$ cat src/rtl/jsu_pkg.sv
// Package with the types, character codes and helper functions of the JSON string unescaper.
package jsu_pkg;

    typedef enum logic [1:0] {
        PH_WAIT = 2'd0,
        PH_STR  = 2'd1,
        PH_ESC  = 2'd2,
        PH_HEX  = 2'd3
    } t_phase;

    typedef enum logic [2:0] {
        ST_BYTE      = 3'd0,
        ST_DONE      = 3'd1,
        ST_NOQUOTE   = 3'd2,
        ST_TRUNC_ESC = 3'd3,
        ST_TRUNC_UNI = 3'd4,
        ST_BAD_HEX   = 3'd5,
        ST_UNK_ESC   = 3'd6,
        ST_UNTERM    = 3'd7
    } t_status;

    typedef struct packed {
        logic [7:0] out_byte;
        t_status    status;
        logic       last;
    } t_result;

    localparam int MAX_RESULTS = 3;

    typedef struct packed {
        logic [1:0]                   count;
        t_result [MAX_RESULTS-1:0]    item;
    } t_burst;

    localparam logic [7:0] CH_QUOTE = 8'h22;
    localparam logic [7:0] CH_BSLASH = 8'h5C;
    localparam logic [7:0] CH_SLASH = 8'h2F;
    localparam logic [7:0] CH_B = 8'h62;
    localparam logic [7:0] CH_F = 8'h66;
    localparam logic [7:0] CH_N = 8'h6E;
    localparam logic [7:0] CH_R = 8'h72;
    localparam logic [7:0] CH_T = 8'h74;
    localparam logic [7:0] CH_U = 8'h75;

    localparam logic [7:0] UTF8_CONT = 8'h80;
    localparam logic [7:0] UTF8_LEAD2 = 8'hC0;
    localparam logic [7:0] UTF8_LEAD3 = 8'hE0;

    // Returns the digit value in the low four bits and a valid flag on top.
    function automatic logic [4:0] hex_value(input logic [7:0] h);
        logic [4:0] v;
        v = 5'd0;
        if (h inside {[8'h30:8'h39]}) begin
            v = {1'b1, 4'(h - 8'h30)};
        end else if (h inside {[8'h61:8'h66]}) begin
            v = {1'b1, 4'(h - 8'h57)};
        end else if (h inside {[8'h41:8'h46]}) begin
            v = {1'b1, 4'(h - 8'h37)};
        end
        return v;
    endfunction

    // Maps a simple escape letter to its byte, with a valid flag on top.
    function automatic logic [8:0] escape_map(input logic [7:0] c);
        logic [8:0] v;
        case (c)
            CH_QUOTE:  v = {1'b1, CH_QUOTE};
            CH_BSLASH: v = {1'b1, CH_BSLASH};
            CH_SLASH:  v = {1'b1, CH_SLASH};
            CH_B:      v = {1'b1, 8'h08};
            CH_F:      v = {1'b1, 8'h0C};
            CH_N:      v = {1'b1, 8'h0A};
            CH_R:      v = {1'b1, 8'h0D};
            CH_T:      v = {1'b1, 8'h09};
            default:   v = 9'd0;
        endcase
        return v;
    endfunction

endpackage

$ cat src/rtl/jsu_decode.sv
// Parser state machine that turns one accepted text word into up to three result words.
module jsu_decode (
    input  logic            i_clk,
    input  logic            i_rst_n,
    input  logic            i_accept,
    input  logic [7:0]      i_data_byte,
    input  logic            i_text_end,
    output jsu_pkg::t_burst o_burst
);

    jsu_pkg::t_phase r_phase, n_phase;
    logic [1:0]      r_hex_count, n_hex_count;
    logic [11:0]     r_code_point, n_code_point;

    logic [4:0]  hex_dig;
    logic [8:0]  esc_val;
    logic [15:0] cp_full;

    assign hex_dig = jsu_pkg::hex_value(i_data_byte);
    assign esc_val = jsu_pkg::escape_map(i_data_byte);
    assign cp_full = {r_code_point, hex_dig[3:0]};

    always_ff @(posedge i_clk) begin
        if (!i_rst_n) begin
            r_phase      <= jsu_pkg::PH_WAIT;
            r_hex_count  <= 2'd0;
            r_code_point <= 12'd0;
        end else begin
            r_phase      <= n_phase;
            r_hex_count  <= n_hex_count;
            r_code_point <= n_code_point;
        end
    end

    always_comb begin
        n_phase      = r_phase;
        n_hex_count  = r_hex_count;
        n_code_point = r_code_point;
        if (i_accept) begin
            case (r_phase)
                jsu_pkg::PH_WAIT: begin
                    if (!i_text_end && i_data_byte == jsu_pkg::CH_QUOTE) begin
                        n_phase      = jsu_pkg::PH_STR;
                        n_hex_count  = 2'd0;
                        n_code_point = 12'd0;
                    end
                end
                jsu_pkg::PH_STR: begin
                    if (i_text_end || i_data_byte == jsu_pkg::CH_QUOTE) begin
                        n_phase = jsu_pkg::PH_WAIT;
                    end else if (i_data_byte == jsu_pkg::CH_BSLASH) begin
                        n_phase = jsu_pkg::PH_ESC;
                    end
                end
                jsu_pkg::PH_ESC: begin
                    if (i_text_end) begin
                        n_phase = jsu_pkg::PH_WAIT;
                    end else if (i_data_byte == jsu_pkg::CH_U) begin
                        n_phase      = jsu_pkg::PH_HEX;
                        n_hex_count  = 2'd0;
                        n_code_point = 12'd0;
                    end else if (esc_val[8]) begin
                        n_phase = jsu_pkg::PH_STR;
                    end else begin
                        n_phase = jsu_pkg::PH_WAIT;
                    end
                end
                jsu_pkg::PH_HEX: begin
                    if (i_text_end || !hex_dig[4]) begin
                        n_phase      = jsu_pkg::PH_WAIT;
                        n_hex_count  = 2'd0;
                        n_code_point = 12'd0;
                    end else if (r_hex_count == 2'd3) begin
                        n_phase      = jsu_pkg::PH_STR;
                        n_hex_count  = 2'd0;
                        n_code_point = 12'd0;
                    end else begin
                        n_hex_count  = r_hex_count + 2'd1;
                        n_code_point = {r_code_point[7:0], hex_dig[3:0]};
                    end
                end
                default: begin
                    n_phase = jsu_pkg::PH_WAIT;
                end
            endcase
        end
    end

    always_comb begin
        o_burst = '0;
        case (r_phase)
            jsu_pkg::PH_WAIT: begin
                if (!i_text_end && i_data_byte != jsu_pkg::CH_QUOTE) begin
                    o_burst.count          = 2'd1;
                    o_burst.item[0].status = jsu_pkg::ST_NOQUOTE;
                end
            end
            jsu_pkg::PH_STR: begin
                if (i_text_end) begin
                    o_burst.count          = 2'd1;
                    o_burst.item[0].status = jsu_pkg::ST_UNTERM;
                end else if (i_data_byte == jsu_pkg::CH_QUOTE) begin
                    o_burst.count          = 2'd1;
                    o_burst.item[0].status = jsu_pkg::ST_DONE;
                end else if (i_data_byte != jsu_pkg::CH_BSLASH) begin
                    o_burst.count            = 2'd1;
                    o_burst.item[0].out_byte = i_data_byte;
                end
            end
            jsu_pkg::PH_ESC: begin
                if (i_text_end) begin
                    o_burst.count          = 2'd1;
                    o_burst.item[0].status = jsu_pkg::ST_TRUNC_ESC;
                end else if (esc_val[8]) begin
                    o_burst.count            = 2'd1;
                    o_burst.item[0].out_byte = esc_val[7:0];
                end else if (i_data_byte != jsu_pkg::CH_U) begin
                    o_burst.count          = 2'd1;
                    o_burst.item[0].status = jsu_pkg::ST_UNK_ESC;
                end
            end
            jsu_pkg::PH_HEX: begin
                if (i_text_end) begin
                    o_burst.count          = 2'd1;
                    o_burst.item[0].status = jsu_pkg::ST_TRUNC_UNI;
                end else if (!hex_dig[4]) begin
                    o_burst.count          = 2'd1;
                    o_burst.item[0].status = jsu_pkg::ST_BAD_HEX;
                end else if (r_hex_count == 2'd3) begin
                    if (cp_full[15:7] == 9'd0) begin
                        o_burst.count            = 2'd1;
                        o_burst.item[0].out_byte = {1'b0, cp_full[6:0]};
                    end else if (cp_full[15:11] == 5'd0) begin
                        o_burst.count            = 2'd2;
                        o_burst.item[0].out_byte = jsu_pkg::UTF8_LEAD2 | {3'd0, cp_full[10:6]};
                        o_burst.item[1].out_byte = jsu_pkg::UTF8_CONT | {2'd0, cp_full[5:0]};
                    end else begin
                        o_burst.count            = 2'd3;
                        o_burst.item[0].out_byte = jsu_pkg::UTF8_LEAD3 | {4'd0, cp_full[15:12]};
                        o_burst.item[1].out_byte = jsu_pkg::UTF8_CONT | {2'd0, cp_full[11:6]};
                        o_burst.item[2].out_byte = jsu_pkg::UTF8_CONT | {2'd0, cp_full[5:0]};
                    end
                end
            end
            default: begin
                o_burst.count = 2'd0;
            end
        endcase
        if (o_burst.count != 2'd0) begin
            o_burst.item[o_burst.count - 2'd1].last = 1'b1;
        end
    end

endmodule

$ cat src/rtl/jsu_outq.sv
// Result register for a burst of up to three words, drained one per cycle while i_ready is high.
module jsu_outq (
    input  logic             i_clk,
    input  logic             i_rst_n,
    input  logic             i_load,
    input  jsu_pkg::t_burst  i_burst,
    input  logic             i_ready,
    output logic             o_valid,
    output jsu_pkg::t_result o_item,
    output logic             o_can_load
);

    logic [1:0]       r_cnt, n_cnt;
    jsu_pkg::t_result r_slot [jsu_pkg::MAX_RESULTS];
    logic             pop;

    assign o_valid    = (r_cnt != 2'd0);
    assign o_item     = r_slot[0];
    assign pop        = o_valid && i_ready;
    assign o_can_load = (r_cnt == 2'd0) || (r_cnt == 2'd1 && i_ready);

    always_comb begin
        n_cnt = r_cnt;
        if (i_load) begin
            n_cnt = i_burst.count;
        end else if (pop) begin
            n_cnt = r_cnt - 2'd1;
        end
    end

    always_ff @(posedge i_clk) begin
        if (!i_rst_n) begin
            r_cnt <= 2'd0;
        end else begin
            r_cnt <= n_cnt;
        end
    end

    always_ff @(posedge i_clk) begin
        if (i_load) begin
            r_slot[0] <= i_burst.item[0];
            r_slot[1] <= i_burst.item[1];
            r_slot[2] <= i_burst.item[2];
        end else if (pop) begin
            r_slot[0] <= r_slot[1];
            r_slot[1] <= r_slot[2];
        end
    end

endmodule

$ cat src/rtl/json_string_unescape.sv
// Top level of the streaming JSON string unescaper.
//
// The slave channel takes raw text, one byte per word; tlast marks the end of
// the text and such a word carries no byte. The master channel gives decoded
// words: the byte in tdata and a status code in tuser (byte, done, or one of
// six error kinds), with tlast on the final word caused by one input word.
// An escape of the form backslash-u with four hex digits yields one to three
// UTF-8 bytes; surrogate halves are encoded as they stand.
// A result appears on the master side in the cycle after its input word is
// accepted. The block takes one input word per cycle while each word gives at
// most one result and m_axis_tready is high; a unicode escape that yields two
// or three bytes holds the slave side while the result register drains.
// When the receiver stalls, results wait in the result register and the slave
// side takes a new word only once the last pending result is being taken.
// Synchronous reset clears the result register and returns the parser to
// waiting for an opening quote.
module json_string_unescape (
    input  logic       i_clk,
    input  logic       i_rst_n,
    input  logic       s_axis_tvalid,
    output logic       s_axis_tready,
    input  logic [7:0] s_axis_tdata,   // data_byte
    input  logic       s_axis_tlast,   // text_end
    output logic       m_axis_tvalid,
    input  logic       m_axis_tready,
    output logic [7:0] m_axis_tdata,   // out_byte
    output logic [2:0] m_axis_tuser,   // status
    output logic       m_axis_tlast    // last_of_run
);

    logic             accept;
    jsu_pkg::t_burst  burst;
    jsu_pkg::t_result head;

    assign accept = s_axis_tvalid && s_axis_tready;

    jsu_decode u_decode (
        .i_clk       (i_clk),
        .i_rst_n     (i_rst_n),
        .i_accept    (accept),
        .i_data_byte (s_axis_tdata),
        .i_text_end  (s_axis_tlast),
        .o_burst     (burst)
    );

    jsu_outq u_outq (
        .i_clk      (i_clk),
        .i_rst_n    (i_rst_n),
        .i_load     (accept),
        .i_burst    (burst),
        .i_ready    (m_axis_tready),
        .o_valid    (m_axis_tvalid),
        .o_item     (head),
        .o_can_load (s_axis_tready)
    );

    assign m_axis_tdata = head.out_byte;
    assign m_axis_tuser = head.status;
    assign m_axis_tlast = head.last;

endmodule

$ cat config.mk
export PLATFORM = sky130hd
export DESIGN_NAME = json_string_unescape
export DESIGN_NICKNAME = d
export VERILOG_FILES = /design/src/rtl/jsu_pkg.sv /design/src/rtl/jsu_decode.sv /design/src/rtl/jsu_outq.sv /design/src/rtl/json_string_unescape.sv
export SDC_FILE = /design/constraint.sdc
export NUM_CORES = 1
export LEC_CHECK = 0
export BUFFER_PORTS_ARGS = -buffer_cell sky130_fd_sc_hd__buf_2
export CORE_ASPECT_RATIO = 0.8
export CORE_MARGIN = 2
export CORE_UTILIZATION = 55
export CTS_CLUSTER_SIZE = 20
export DETAILED_ROUTE_END_ITERATION = 8
export GPL_ROUTABILITY_DRIVEN = 0
export HOLD_SLACK_MARGIN = 0.1
export PLACE_DENSITY = 0.7
export SLEW_MARGIN = 30
export SYNTH_ARGS = -nofsm -noshare
export SYNTH_HDL_FRONTEND = slang
export SYNTH_HIERARCHICAL = 1
export SYNTH_SLANG_ARGS = --single-unit
$ cat constraint.sdc
create_clock -name i_clk -period 3.8 [get_ports i_clk]
set_clock_uncertainty 0.2 [all_clocks]
set_input_delay 0.57 -clock i_clk [delete_from_list [all_inputs] [get_ports i_clk]]
set_output_delay 0.57 -clock i_clk [all_outputs]
set_load 0.05 [all_outputs]
==> results.cfg <==
[outcome]
status = finished clean

[logic_synthesis]
yosys-top-cells-count = nand2_1, edfxtp_1, nand3_1
ys_top_cells_by_area = edfxtp_1, dfxtp_1, mux2_4, buf_4, nand2_1
syn_inst = 371
synth_top_area_cell = edfxtp_1
synth_seq_cells = 54
yosys.area_share.simple_pct = 20.6
synth_xor_area_share_pct = 0.694
synth_area_mm2 = 0.00378
synth-edff-count = 36
post-synth-top-count-cell = nand2_1
synth_top_family_by_area = simple AND/OR/NAND/NOR gates
synth_cell_types = 71
ys_warn_count = 6
avgSynthCellArea_um2 = 10.2
muxShareOfSynthArea_pct = 9.72
synthFlopType = edfxtp_1
synthDominantCellAreaShare_pct = 28.6
synth_adder_area_share_pct = 3.97
ys_seq_area_share_pct = 38.1
async_reset_ff_share_pct = 0
synth_compound_area_share_pct = 17.7

[clock_network]
root_buffer = clkbuf_8
clock_sinks = 54
htree_num_levels = 2
post-cts-setup-buffers = 0
ctsResizeCount = 0
cts_tree = built
clk_latency_ns = 0.32
cts_made_buffers = 5
hold_buffers = 0
cts.clk_slew.worst_paths_ns = 0.10
clock_path_buffers = 2

[power_and_ir_drop]
p_leak_uw = 0.00149
fin_total_pwr_uw = 1380
vdd_ir_drop_max_mv = 0.227
powerDensity_mw_per_mm2 = 353

[layout]
ff_latch_area_mm2 = 0.00144
drive_gt1_share_pct = 22.4
fin_cells = 466
antenna_cells = 0
layout.nets = 403
area_delta_synth_final_pct = 3.37
fillers = 598
multiInputGateArea_mm2 = 0.00202

[detailed_routing]
routed_wl_mm = 8.14
dr.pass1.iters = 5
drtAntennaViolNets = 0
via_per_inst = 6.05
vias = 2818
met2_length_mm = 3.57
route.detailed.drc = 0
dr_wl_met3_um = 603
routedWlPerCell_um = 17.5
drt_iter0_markers = 248
highest_layer = met4
wl_met1_mm = 3.81

[timing]
relSlewSlack_pct = 51.0
finalSetupViolCount = 0
clock.fmax_mhz = 348
finalWorstSetupSlack_ns = 0.924
setup_tns_ns = 0
rsz0062_at_grt = false
finalCritPeriodShare_pct = 75.7
period_minus_slack_ns = 2.88
drv_slew = 0
worst_pin_slew_ns = 0.732
hold_viol = 0

[placement]
io_buffers = 26
dp_cells = 458
dp_slack_ns = 0.689
dp.final_hpwl_mm = 6.06

[critical_path]
ff2ff_setup_slack_ns = 0.92
endpoint_kind = flop
cp_slowest_cell = a2111oi_0
cpPeakStageDelay_ns = 0.44
crit_end = u_outq/r_slot[0][0]
critPathLaunchType = flop
r2r-start = u_decode/r_phase[0]
crit_arrival_ns = 2.76
cp-startpoint = u_decode/r_phase[0]
critPathRequiredTime_ns = 3.68
rr_worst_depth = 8
critPathMaxFanout = 8
path_class = flop to flop
crit_path_cell_trace = inv_1 > ha_1 > nor2b_1 > nand3_1 > a2111oi_0 > o211ai_1 > o211a_1 > mux2_4
rr_endpoint = u_outq/r_slot[0][0]

[job]
drv_cap = 0

[global_route]
antenna_found_initial = 0
grt_pass1_wl_mm = 13.2
grt_max_degree = 25
grt_pass1_vias = 2504
grt-ovfl-total = 0
track_usage_pct = 22.2

[floorplan]
ios = 27
dieArea_mm2 = 0.00756
core_area_mm2 = 0.00676
rows = 27
die_w_um = 96.7
chipHeight_um = 78.2
start_util_pct = 56.0

[worst_hold_path]
hp-class = flop to flop
-- worst max-delay path, delay by kind of cell (launching register included) --
family          cells  cell delay (ns)
fa+ha+maj           1             0.32
simple gates        2             0.46
compound gates      3             0.91
mux                 1             0.26
buf+inv             1             0.11
flops               1             0.36
-- layout make-up --
type                       count  share of cell area [%]
clock inverter                 3                    1.22
timing repair buffer          29                    3.90
tap                           87                    2.78
inverter                      18                    1.73
sequential                    54                    36.9
clock buffer                   5                    1.76
multi-input combinational    270                    51.8
-- per-layer routing --
metal	track usage (%)	vias to the layer above
li1	-	1365
met1	32.1	1328
met2	33.8	108
met3	4.81	17
met4	6.48	0
met5	0	-
-- how the worst min path moves through the flow --
stage                             from                       to  depth (start not counted)
4_1_cts        u_decode/r_hex_count[1]  u_decode/r_hex_count[1]                          2
3_5_place_dp   u_decode/r_hex_count[1]  u_decode/r_hex_count[1]                          2
3_3_place_gp   u_decode/r_hex_count[1]  u_decode/r_hex_count[1]                          2
2_1_floorplan  u_decode/r_hex_count[1]  u_decode/r_hex_count[1]                          2
6_report       u_decode/r_hex_count[1]  u_decode/r_hex_count[1]                          2
5_1_grt        u_decode/r_hex_count[1]  u_decode/r_hex_count[1]                          2
-- cells in the final DEF (no fill, tap or decap), types with 3 or more instances in the layout --
| master | Yosys | layout |
|---|---|---|
| nor3_1 | 3 | 3 |
| xnor2_1 | 3 | 3 |
| nand3b_1 | 3 | 3 |
| buf_4 | 21 | 3 |
| nand2_1 | 42 | 42 |
| dfxtp_1 | 18 | 18 |
| conb_1 | 1 | 8 |
| a21boi_1 | 15 | 15 |
| and2_1 | 4 | 4 |
| a21oi_1 | 15 | 15 |
| mux2_2 | 6 | 6 |
| nand3_1 | 22 | 22 |
| clkbuf_8 | 0 | 5 |
| inv_1 | 18 | 18 |
| a221oi_1 | 3 | 3 |
| ha_1 | 12 | 12 |
| buf_2 | 6 | 26 |
| and3_1 | 6 | 6 |
| edfxtp_1 | 36 | 36 |
| nor2_1 | 17 | 17 |
| a31oi_1 | 8 | 8 |
| nor2b_1 | 4 | 4 |
| o211a_1 | 4 | 4 |
| o21ai_0 | 11 | 11 |
| mux2_4 | 20 | 20 |
| a22oi_1 | 5 | 5 |
| o31ai_1 | 3 | 3 |
| o211ai_1 | 5 | 5 |
-- cell families (layout without fill, tap and decap cells) --
family / after synthesis / after routing
other: 1 / 8
AND/OR/NAND/NOR: 130 / 130
flip-flops: 54 / 54
adder cells (fa/ha/maj): 12 / 12
XOR/XNOR: 3 / 3
multiplexers: 26 / 26
buffers and inverters: 54 / 55
AO/OA/AOI/OAI: 91 / 91
-- metrics by stage --
| step | hold WS (ns) | util (%) | cell area [µm²] |
|---|---|---|---|
| after global placement | 0.241 | 56.2 | 3790 |
| after global routing | 0.293 | 57.9 | 3910 |
| after floorplan | 0.234 | - | 3810 |
| after CTS | 0.273 | 57.9 | 3910 |
| after detailed placement | 0.259 | 56.2 | 3790 |
| final | 0.269 | 57.9 | 3910 |
-- power by group --
| part | switching (µW) | leakage (µW) | total (µW) | internal, µW |
|---|---|---|---|---|
| Combinational | 192 | 0.000929 | 276 | 84.0 |
| Clock | 201 | 0.0000587 | 401 | 200 |
| Sequential | 13.5 | 0.000506 | 705 | 691 |
-- registers in the layout, summed over array words and instances (netlist names) --
signal and flops:
u_decode/r_code_point 12, u_decode/r_hex_count 2, u_decode/r_phase 2, u_outq/r_cnt 2
u_outq/r_slot 36
Power figures use the tool's default switching activity.
